<file path="config.mk">
export PLATFORM = sky130hd
export DESIGN_NAME = button_debounce_long_press
export DESIGN_NICKNAME = d
export VERILOG_FILES = /design/src/design/bdlp_pkg.sv /design/src/design/bdlp_button.sv /design/src/design/button_debounce_long_press.sv
export SDC_FILE = /design/constraint.sdc
export NUM_CORES = 1
export LEC_CHECK = 0
export ABC_AREA = 1
export BUFFER_PORTS_ARGS = -buffer_cell sky130_fd_sc_hd__buf_4
export CELL_PAD_IN_SITES_DETAIL_PLACEMENT = 1
export CELL_PAD_IN_SITES_GLOBAL_PLACEMENT = 1
export CORE_UTILIZATION = 46
export CTS_BUF_LIST = sky130_fd_sc_hd__clkbuf_16
export CTS_CLUSTER_SIZE = 16
export DETAILED_ROUTE_END_ITERATION = 6
export GPL_TIMING_DRIVEN = 1
export PLACE_DENSITY_LB_ADDON = 0.08
export SLEW_MARGIN = 40
export SYNTH_ARGS = -nofsm -noshare
export SYNTH_HDL_FRONTEND = slang
export SYNTH_HIERARCHICAL = 1
export SYNTH_SLANG_ARGS = --single-unit
export TNS_END_PERCENT = 30
</file>
<file path="constraint.sdc">
create_clock -name clk_i -period 3.6 [get_ports clk_i]
set_input_delay 0.72 -clock clk_i [delete_from_list [all_inputs] [get_ports clk_i]]
set_output_delay 0.72 -clock clk_i [all_outputs]
set_load 0.01 [all_outputs]
</file>
<file path="src/design/bdlp_pkg.sv">
// Shared types and constants for the button debounce and long-press block.
// No dependencies; imported by every module of the block.
`timescale 1ns / 1ps

package bdlp_pkg;

  // Field widths fixed by the register map.
  localparam int unsigned CfgDataWidth  = 16;
  localparam int unsigned CfgIndexWidth = 2;

  // Defaults for the module parameters.
  localparam int unsigned DefNumButtons = 4;
  localparam int unsigned DefAgeWidth   = 16;

  // Register reset values.
  localparam logic [CfgDataWidth-1:0] DebounceTicksRst  = CfgDataWidth'(50);
  localparam logic [CfgDataWidth-1:0] LongPressTicksRst = CfgDataWidth'(1500);

  // Register indexes on the configuration port.
  typedef enum logic [CfgIndexWidth-1:0] {
    CFG_DEBOUNCE_TICKS    = 2'd0,
    CFG_LONG_PRESS_TICKS  = 2'd1,
    CFG_LONG_PRESS_ENABLE = 2'd2
  } cfg_index_e;

  // Timing thresholds shared by all button cells.
  typedef struct packed {
    logic [CfgDataWidth-1:0] debounce_ticks;
    logic [CfgDataWidth-1:0] long_press_ticks;
  } thresholds_t;

  // Events reported by one button cell for one tick.
  typedef struct packed {
    logic short_press;
    logic long_press;
  } button_event_t;

endpackage

</file>
<file path="src/design/bdlp_button.sv">
// Per-button debounce timer and hold tracker for one millisecond tick.
// Depends on bdlp_pkg for the threshold and event structs.
`timescale 1ns / 1ps

module bdlp_button
  import bdlp_pkg::*;
#(
  parameter int unsigned AGE_WIDTH = DefAgeWidth
) (
  input  logic          clk_i,
  input  logic          rst_ni,
  input  logic          step_i,
  input  logic          edge_i,
  input  logic          released_i,
  input  logic          long_en_i,
  input  thresholds_t   thr_i,
  output button_event_t evt_o
);

  localparam int unsigned CmpWidth =
      (AGE_WIDTH > CfgDataWidth) ? AGE_WIDTH : CfgDataWidth;

  logic                 pending_q, pending_d;
  logic                 hold_q, hold_d;
  logic [AGE_WIDTH-1:0] edge_age_q, edge_age_d;
  logic [AGE_WIDTH-1:0] hold_age_q, hold_age_d;

  logic [AGE_WIDTH-1:0] edge_age_inc, hold_age_inc;
  logic                 pending_armed;
  logic [AGE_WIDTH-1:0] edge_age_armed;
  logic                 debounce_done, long_done;

  // Ages saturate at all ones.
  assign edge_age_inc = (pending_q && (edge_age_q != '1)) ? edge_age_q + 1'b1 : edge_age_q;
  assign hold_age_inc = (hold_q && (hold_age_q != '1)) ? hold_age_q + 1'b1 : hold_age_q;

  // A new edge re-arms the pending timer after ageing.
  assign pending_armed  = pending_q | edge_i;
  assign edge_age_armed = edge_i ? '0 : edge_age_inc;

  assign debounce_done = CmpWidth'(edge_age_armed) >= CmpWidth'(thr_i.debounce_ticks);
  assign long_done     = CmpWidth'(hold_age_inc) >= CmpWidth'(thr_i.long_press_ticks);

  always_comb begin
    pending_d   = pending_armed;
    edge_age_d  = edge_age_armed;
    hold_d      = hold_q;
    hold_age_d  = hold_age_inc;
    evt_o       = '0;
    if (hold_q) begin
      // The pending timer keeps ageing while a hold is in progress, but is not resolved.
      if (long_done) begin
        hold_d         = 1'b0;
        evt_o.long_press = 1'b1;
      end else if (released_i) begin
        hold_d          = 1'b0;
        evt_o.short_press = 1'b1;
      end
    end else if (pending_armed && debounce_done) begin
      pending_d = 1'b0;
      if (!released_i) begin
        if (long_en_i) begin
          hold_d     = 1'b1;
          hold_age_d = edge_age_armed;
        end else begin
          evt_o.short_press = 1'b1;
        end
      end
    end
  end

  always_ff @(posedge clk_i or negedge rst_ni) begin
    if (!rst_ni) begin
      pending_q  <= 1'b0;
      hold_q     <= 1'b0;
      edge_age_q <= '0;
      hold_age_q <= '0;
    end else if (step_i) begin
      pending_q  <= pending_d;
      hold_q     <= hold_d;
      edge_age_q <= edge_age_d;
      hold_age_q <= hold_age_d;
    end
  end

endmodule

</file>
<file path="src/design/button_debounce_long_press.sv">
// Top level of the button debounce and long-press decoder.
// Depends on bdlp_pkg and instantiates one bdlp_button per button.
`timescale 1ns / 1ps
//
// Channel  | Handshake                | Payload
// ---------+--------------------------+---------------------------------------------
// in       | in_valid_i / in_ready_o  | button_levels_i, falling_edges_i
// out      | out_valid_o / out_ready_i| short_press_mask_o, long_press_mask_o
// cfg      | cfg_valid_i / cfg_ready_o| cfg_index_i, cfg_wdata_i
//
// One tick transaction is accepted per clock cycle; its result transaction
// appears in the output register on the following cycle. Every button cell
// updates in parallel in that single cycle, so the sustained rate is one
// tick per cycle, limited only by the output register being taken.
// A tick is accepted whenever the output register is empty or is being
// emptied in the same cycle, so a stalled consumer blocks the input only
// while a result is actually waiting. Reset clears all per-button state and
// loads the register defaults; no clearing pass is needed afterwards.
// Configuration transactions are always accepted and take effect at once.

module button_debounce_long_press
  import bdlp_pkg::*;
#(
  parameter int unsigned NUM_BUTTONS = DefNumButtons,
  parameter int unsigned AGE_WIDTH   = DefAgeWidth
) (
  input  logic                     clk_i,
  input  logic                     rst_ni,
  // Tick input channel.
  input  logic                     in_valid_i,
  output logic                     in_ready_o,
  input  logic [NUM_BUTTONS-1:0]   button_levels_i,
  input  logic [NUM_BUTTONS-1:0]   falling_edges_i,
  // Result output channel.
  output logic                     out_valid_o,
  input  logic                     out_ready_i,
  output logic [NUM_BUTTONS-1:0]   short_press_mask_o,
  output logic [NUM_BUTTONS-1:0]   long_press_mask_o,
  // Configuration write channel.
  input  logic                     cfg_valid_i,
  output logic                     cfg_ready_o,
  input  logic [CfgIndexWidth-1:0] cfg_index_i,
  input  logic [CfgDataWidth-1:0]  cfg_wdata_i
);

  // Configuration registers.
  thresholds_t            thr_q;
  logic [NUM_BUTTONS-1:0] long_en_q;

  // Output register.
  logic                   out_valid_q;
  logic [NUM_BUTTONS-1:0] short_q, short_d;
  logic [NUM_BUTTONS-1:0] long_q, long_d;

  logic          step;
  button_event_t evt [NUM_BUTTONS];

  // The configuration port never stalls.
  assign cfg_ready_o = 1'b1;

  always_ff @(posedge clk_i or negedge rst_ni) begin
    if (!rst_ni) begin
      thr_q.debounce_ticks   <= DebounceTicksRst;
      thr_q.long_press_ticks <= LongPressTicksRst;
      long_en_q              <= '1;
    end else if (cfg_valid_i) begin
      case (cfg_index_e'(cfg_index_i))
        CFG_DEBOUNCE_TICKS:    thr_q.debounce_ticks   <= cfg_wdata_i;
        CFG_LONG_PRESS_TICKS:  thr_q.long_press_ticks <= cfg_wdata_i;
        CFG_LONG_PRESS_ENABLE: long_en_q              <= cfg_wdata_i[NUM_BUTTONS-1:0];
        default: ;
      endcase
    end
  end

  // A tick may enter whenever the result register is free or being drained.
  assign in_ready_o = !out_valid_q || out_ready_i;
  assign step       = in_valid_i && in_ready_o;

  for (genvar b = 0; b < NUM_BUTTONS; b++) begin : g_button
    bdlp_button #(
      .AGE_WIDTH (AGE_WIDTH)
    ) u_button (
      .clk_i      (clk_i),
      .rst_ni     (rst_ni),
      .step_i     (step),
      .edge_i     (falling_edges_i[b]),
      .released_i (button_levels_i[b]),
      .long_en_i  (long_en_q[b]),
      .thr_i      (thr_q),
      .evt_o      (evt[b])
    );
  end

  // Gather the per-button events into the two result masks.
  always_comb begin
    for (int b = 0; b < NUM_BUTTONS; b++) begin
      short_d[b] = evt[b].short_press;
      long_d[b]  = evt[b].long_press;
    end
  end

  always_ff @(posedge clk_i or negedge rst_ni) begin
    if (!rst_ni) begin
      out_valid_q <= 1'b0;
    end else if (step) begin
      out_valid_q <= 1'b1;
    end else if (out_ready_i) begin
      out_valid_q <= 1'b0;
    end
  end

  always_ff @(posedge clk_i) begin
    if (step) begin
      short_q <= short_d;
      long_q  <= long_d;
    end
  end

  assign out_valid_o        = out_valid_q;
  assign short_press_mask_o = short_q;
  assign long_press_mask_o  = long_q;

endmodule

</file>
# Word-level counts from Yosys, hierarchy flattened

Cells that the tools add are included.
W data, S select, Z words.

Flip-flop bits (word level): 181
Logic and storage cells: 165

Reductions and logical operators: 20
Magnitude comparators: 8
Muxes and demuxes: 90
Bitwise gates (word level): 4
Equality and inequality tests: 10
$add $sub $neg: 8

Operators by type and width:

| operator                | number |
|---|---|
| $mux W16                | 28 |
| $add A16 B1 Y16 const B | 8 |
| $ge A16 B16 Y1          | 8 |
| $ne A16 B16 Y1 const B  | 8 |
| $mux W1                 | 62 |
| $logic_and A1 B1 Y1     | 13 |
| $reduce_and A2 Y1       | 3 |
| $or A1 B1 Y1            | 4 |
| $eq A2 B1 Y1 const B    | 1 |
| $eq A2 B2 Y1 const B    | 1 |
| $logic_not A2 Y1        | 1 |
| $reduce_bool A2 Y1      | 1 |
| $logic_not A1 Y1        | 1 |
| $logic_or A1 B1 Y1      | 1 |

# Longest topological paths before layout

Word-level depth: 8
Depth in mapped cells: 27
Depth with buffers taken out: 26

# Modules after synthesis

Netlist, hierarchy kept.

Modules (own cells, without submodules):

| module                                 | area each (um2) | sequential area each (um2) | cells an instance | instances |
|---|---|---|---|---|
| bdlp_button (g_button[0].u_button ...) | 3563.4          | 850.8                      | 581               | 2 |
| bdlp_button (g_button[3].u_button)     | 3549.7          | 850.8                      | 569               | 1 |
| bdlp_button (g_button[1].u_button)     | 3547.2          | 850.8                      | 585               | 1 |
| button_debounce_long_press             | 1855.5          | 1183.6                     | 177               | 1 |

# Worst setup path after synthesis

No wires, ideal clock.

Path kind: register to register
Start: register g_button[3].u_button.edge_age_q[0]
End: register g_button[3].u_button.hold_age_q[10]
Data required time: 3482 ps
Period minus slack after synthesis: 2927 ps
Cell stages (with the launch flop): 28
Path slack: 673 ps
Arrival time: 2809 ps
Cells stage by stage: dfrtp_1 > ha_1 > nand2_1 > nor2_2 > nand2_2 > inv_2 > nand2_4 > nand2_4 > buf_8 > nor2_4 > or2_1 > nand3_2 > inv_1 > ha_1 > nand2_1 > inv_1 > nand2_1 > nor2_1 > nor2_1 > nand2_1 > nand2_1 > nand2_1 > nand3_1 > nor2_2 > buf_6 > nand2_1 > nand3_1 > nand2_1

Cells in the longest elaborated chain, start to end: 8
Elaborated cells between the ends (all ways): 11
Those cells by class: add/sub: 1; order compare: 1; eq/ne: 1; mux: 6; reduce/logical: 2

RTL lines:

| item                                                                    | line              | source |
|---|---|---|
| start, declared                                                         | bdlp_button.sv:25 | `logic [AGE_WIDTH-1:0] edge_age_q, edge_age_d;` |
| start signal, assigned                                                  | bdlp_button.sv:81 | `edge_age_q <= edge_age_d;` |
| parallel branches: the longest is 2 deep, another holds $add A16 B1 Y16 | n/a               |  |
| $mux W16 (*)                                                            | bdlp_button.sv:34 | `assign edge_age_inc = (pending_q && (edge_age_q != '1)) ? edge_age_q + 1'b1 : edge_age_q;` |
| $mux W16 (*)                                                            | bdlp_button.sv:39 | `assign edge_age_armed = edge_i ? '0 : edge_age_inc;` |
| named net g_button[3].u_button.edge_age_armed[7]                        | bdlp_button.sv:30 | `logic [AGE_WIDTH-1:0] edge_age_armed;` |
| $ge A16 B16 Y1 (*)                                                      | bdlp_button.sv:41 | `assign debounce_done = CmpWidth'(edge_age_armed) >= CmpWidth'(thr_i.debounce_ticks);` |
| $logic_and A1 B1 Y1 (*)                                                 | bdlp_button.sv:59 | `end else if (pending_armed && debounce_done) begin` |
| $mux W16 (*)                                                            | bdlp_button.sv:59 |  |
| $mux W16 (*)                                                            | bdlp_button.sv:50 | `if (hold_q) begin` |
| end signal, assigned                                                    | bdlp_button.sv:82 | `hold_age_q <= hold_age_d;` |
| end, declared                                                           | bdlp_button.sv:26 | `logic [AGE_WIDTH-1:0] hold_age_q, hold_age_d;` |

Mark *: on every way through the listed nets, which the timed path passes.
A chain may end at the register's enable or synchronous reset.

# Final worst setup path

Start: register g_button[0].u_button.edge_age_q[0]
End: register g_button[0].u_button.hold_age_q[7]

Cells in the longest elaborated chain, start to end: 8
Elaborated cells between the ends (all ways): 11
Those cells by class: add/sub: 1; order compare: 1; eq/ne: 1; mux: 6; reduce/logical: 2

RTL lines:

| item                                                                    | line |
|---|---|
| start, declared                                                         | bdlp_button.sv:25 |
| start signal, assigned                                                  | bdlp_button.sv:81 |
| parallel branches: the longest is 2 deep, another holds $add A16 B1 Y16 | n/a |
| $mux W16 (*)                                                            | bdlp_button.sv:34 |
| $mux W16 (*)                                                            | bdlp_button.sv:39 |
| named net g_button[0].u_button.edge_age_armed[3]                        | bdlp_button.sv:30 |
| $ge A16 B16 Y1 (*)                                                      | bdlp_button.sv:41 |
| $logic_and A1 B1 Y1 (*)                                                 | bdlp_button.sv:59 |
| $mux W16 (*)                                                            | bdlp_button.sv:59 |
| $mux W16 (*)                                                            | bdlp_button.sv:50 |
| end signal, assigned                                                    | bdlp_button.sv:82 |
| end, declared                                                           | bdlp_button.sv:26 |

Marked as above.

==> metrics.md <==
| Metric | Value |
|---|---|
| Status | `finished, final reports clean` |
| Final Hold Fails | `0` |
| Synth unique cells | `46` |
| WL/cell | `18.2 um` |
| Worst slack, placed | `-0.00716 ns` |
| CTS tree | `done` |
| Die width | `189 um` |
| RR Startpoint | `g_button[0].u_button/edge_age_q[0]$_DFFE_PN0P_` |
| Port Buffers | `40` |
| Hpwl dp | `41600 um` |
| CP max FO | `20` |
| FF+latch count, synth | `181` |
| Mapped cell area | `16100 um2` |
| Final Net Count | `2685` |
| Synth top area cells | `dfrtp_1, nand2_1, ha_1` |
| Initial antenna violation count | `0` |
| Remaining routing DRC violations | `0` |
| Total global routing track utilization | `0.312` |
| Clk Latency, worst-skew pair | `0.46 ns` |
| Max_cap viols | `0` |
| First-pass GRT wire length | `87600 um` |
| Setup WS post-layout | `0.230 ns` |
| Gpl congestion | `0.902` |
| Synthesized area per cell | `6.45 um2` |
| Clk root buf | `clkbuf_16` |
| R2R Setup Slk | `0.23 ns` |
| CP Launch Type | `register` |
| Final Max Slew Viols | `0` |
| Net Sw Power | `2.98 mW` |
| Fin Setup TNS | `0 ns` |
| Core Rows | `68` |
| Internal | `4.29 mW` |
| Final ANT Viol Nets | `0` |
| Period utilization | `0.936` |
| Max IR drop VDD | `0.389 mV` |
| CTS HTree Levels | `4` |
| P&R area growth vs syn | `9.11%` |
| Initial drt markers | `785` |
| DRT Wirelength | `54400 um` |
| Max-Slew Margin vs Limit | `0.565` |
| Routed vias | `16.1k` |
| Clk_skew | `0.0133 ns` |
| Switching share of total power | `0.410` |
| Die Y | `189 um` |
| Dpl cells | `2949` |
| Layout Cells excl Fill | `2986` |
| Total gr overflow | `0` |
| Vias in the first global route | `16.7k` |
| Yosys Warn Count | `6` |
| Starting density of the core | `0.467` |
| Logic pwr share | `0.337` |
| P_leak | `9.50 nW` |
| Max Clk Rate | `0.297 GHz` |
| CTS Hold Bufs | `0` |
| DR vias/cell | `5.39` |
| Worst reg-to-reg path cell count | `25` |
| Largest net degree at the start of global routing | `93` |
| Die area | `35700 um2` |
| Net Count, Synth | `2660` |
| CP Class | `register to register` |
| Arrival time at the worst endpoint | `3.72 ns` |
| CTS buffer count | `17` |
| Required time worst endpoint | `3.95 ns` |
| Sequential power share | `0.397` |
| Core ar. | `34500 um2` |
| Crit Reg-Reg Endpoint | `g_button[0].u_button/hold_age_q[7]$_DFFE_PN0P_` |
| Total power | `7.27 mW` |
| Post-route minimum period | `3.37 ns` |
| Dominant cell type by area after synthesis | `dfrtp_1` |
| Share of the synthesized area in the top cell type | `0.247` |
| # clock sinks | `181` |
| Antenna Cells | `0` |
| Clock-pin slew of the registers on the worst-case setup and hold paths | `0.08 ns` |
| CTS max path bufs | `2` |
| Clock power frac | `0.266` |
| Crit path from | `g_button[0].u_button/edge_age_q[0]$_DFFE_PN0P_` |
| Syn Inst Count | `2493` |
| Sequential area share after synthesis | `0.285` |
| Final setup vio count | `0` |
| Hold WC Path Type | `input port to asynchronous set/reset pin` |
| IO Count | `42` |
| DRT Pass-1 Iters | `5` |
| Worst Tran Pin Value | `0.651 ns` |
| Layout cell share with drive strength beyond 1 | `0.0869` |
| P per Cell Area | `414 nW/um2` |
| CP Capture Type | `register` |
[timing repair]
action	in CTS	in global routing
resized for setup	1	32
endpoints found under the setup margin	17	70
endpoints found under the hold margin	0	0
pin swaps	0	1
buffers inserted	0	5
cloned	0	0
[kinds of logic (layout without fill, tap and decap cells)]
group | count (synthesis) | after routing | synth area share
adder cells (fa/ha/maj) | 136 | 136 | 0.106
AND/OR/NAND/NOR | 1358 | 1358 | 0.363
XOR/XNOR | 63 | 63 | 0.0343
flip-flops | 181 | 181 | 0.285
AO/OA/AOI/OAI | 247 | 247 | 0.0825
other | 1 | 1 | 0.000233
buffers and inverters | 507 | 545 | 0.129
[cells in the final DEF (no fill, tap or decap), types with 7 or more instances in the layout]
cell and n:
o21ai_0 107, nor2_2 19, inv_2 18, nor2_1 154, o21ai_1 41, xnor2_1 9
nor3_1 23, a21oi_1 62, nand2_2 10, edfxtp_1 8, nand3_1 201, dfrtp_1 154
nand2_1 847, o21bai_1 8, dfstp_2 14, ha_1 135, clkbuf_16 17, o21a_1 8
nand2_4 7, nand4_1 47, buf_4 71, xor2_1 54, inv_1 419, or2_0 14
[layer usage]
metal	share of wire	vias up	GRT usage	routed length (um)
li1	-	7848	-	-
met5	0	-	0	0
met4	0.029	0	0.109	1580
met3	0.041	87	0.0478	2260
met1	0.43	7858	0.382	23400
met2	0.50	296	0.553	27200
[critical path, cell delays in order, from the launching register on]
cell,delay (ns)
dfrtp_2,0.44
ha_1,0.25
nand3_1,0.10
inv_1,0.08
nand2_2,0.11
nor2_1,0.06
nor2_1,0.13
buf_6,0.20
nand3_1,0.10
nand3_1,0.19
inv_1,0.07
ha_1,0.32
nand2_1,0.07
inv_1,0.07
nand2_1,0.07
nand2_1,0.07
nand2_1,0.06
nand2_1,0.06
nand2_1,0.05
nand2_2,0.11
nand3_1,0.12
nor2_2,0.12
buf_4,0.17
nand2_1,0.10
nand3_1,0.08
nand2_1,0.06
[synthesized netlist by cell type (all sizes together)]
library cell	n
nand2	865
inv	435
nand3	208
nor2	179
dfrtp	159
o21ai	154
ha	136
a21oi	64
nand4	54
xor2	54
buf	50
nor3	23
or2	23
clkbuf	21
dfstp	14
xnor2	9
edfxtp	8
o21a	8
o21bai	8
nand3b	6
a31o	4
a31oi	3
a21o	2
o22ai	2
o31ai	2
clkinv	1
conb	1
[sequential cells by signal, summed over array words and instances, names as in the netlist]
name / flops
g_button.u_button/edge_age_q: 64
g_button.u_button/hold_age_q: 64
g_button.u_button/hold_q: 4
g_button.u_button/pending_q: 4
long_en_q: 4
long_press_mask_o: 4
out_valid_o: 1
short_press_mask_o: 4
thr_q: 32
[worst max-delay path by stage]
stage / endpoint / depth (start not counted) / slack [ns]
floorplan: g_button[3].u_button/hold_age_q[10]$_DFFE_PN0P_ / 27 / 0.67
global placement: g_button[0].u_button/hold_age_q[10]$_DFFE_PN0P_ / 18 / 0.16
detailed placement: g_button[0].u_button/hold_q$_DFFE_PN0P_ / 16 / -0.007
CTS: g_button[0].u_button/hold_q$_DFFE_PN0P_ / 21 / 0.02
global route: g_button[2].u_button/hold_age_q[10]$_DFFE_PN0P_ / 26 / -0.004
finish: g_button[0].u_button/hold_age_q[7]$_DFFE_PN0P_ / 25 / 0.23
[stage by stage]
step	util	area [um2]	hold WS (ns)
floorplan	-	16100	0.424
global placement	0.488	16800	0.455
detailed placement	0.488	16800	0.465
CTS	0.505	17400	0.245
global route	0.509	17500	0.249
finish	0.509	17500	0.213
[power by group through the flow]
stage	sequential [mW]	clock, mW	combinational, mW
floorplan	2.66	0	1.76
global placement	2.89	0	2.25
detailed placement	2.90	0	2.41
CTS	2.87	1.98	2.43
global route	2.93	2.03	2.83
finish	2.89	1.93	2.45
[area by class of cell]
| type | instances | area [um2] |
|---|---|---|
| Fill cell | 4716 | 16900 |
| Tap cell | 455 | 569 |
| Timing Repair Buffer | 77 | 629 |
| Inverter | 436 | 1640 |
| Clock buffer | 17 | 425 |
| Clock inverter | 15 | 158 |
| Sequential cell | 181 | 4590 |
| Multi-Input combinational cell | 1805 | 9530 |
Note: power is estimated with default switching activity, not from simulation.
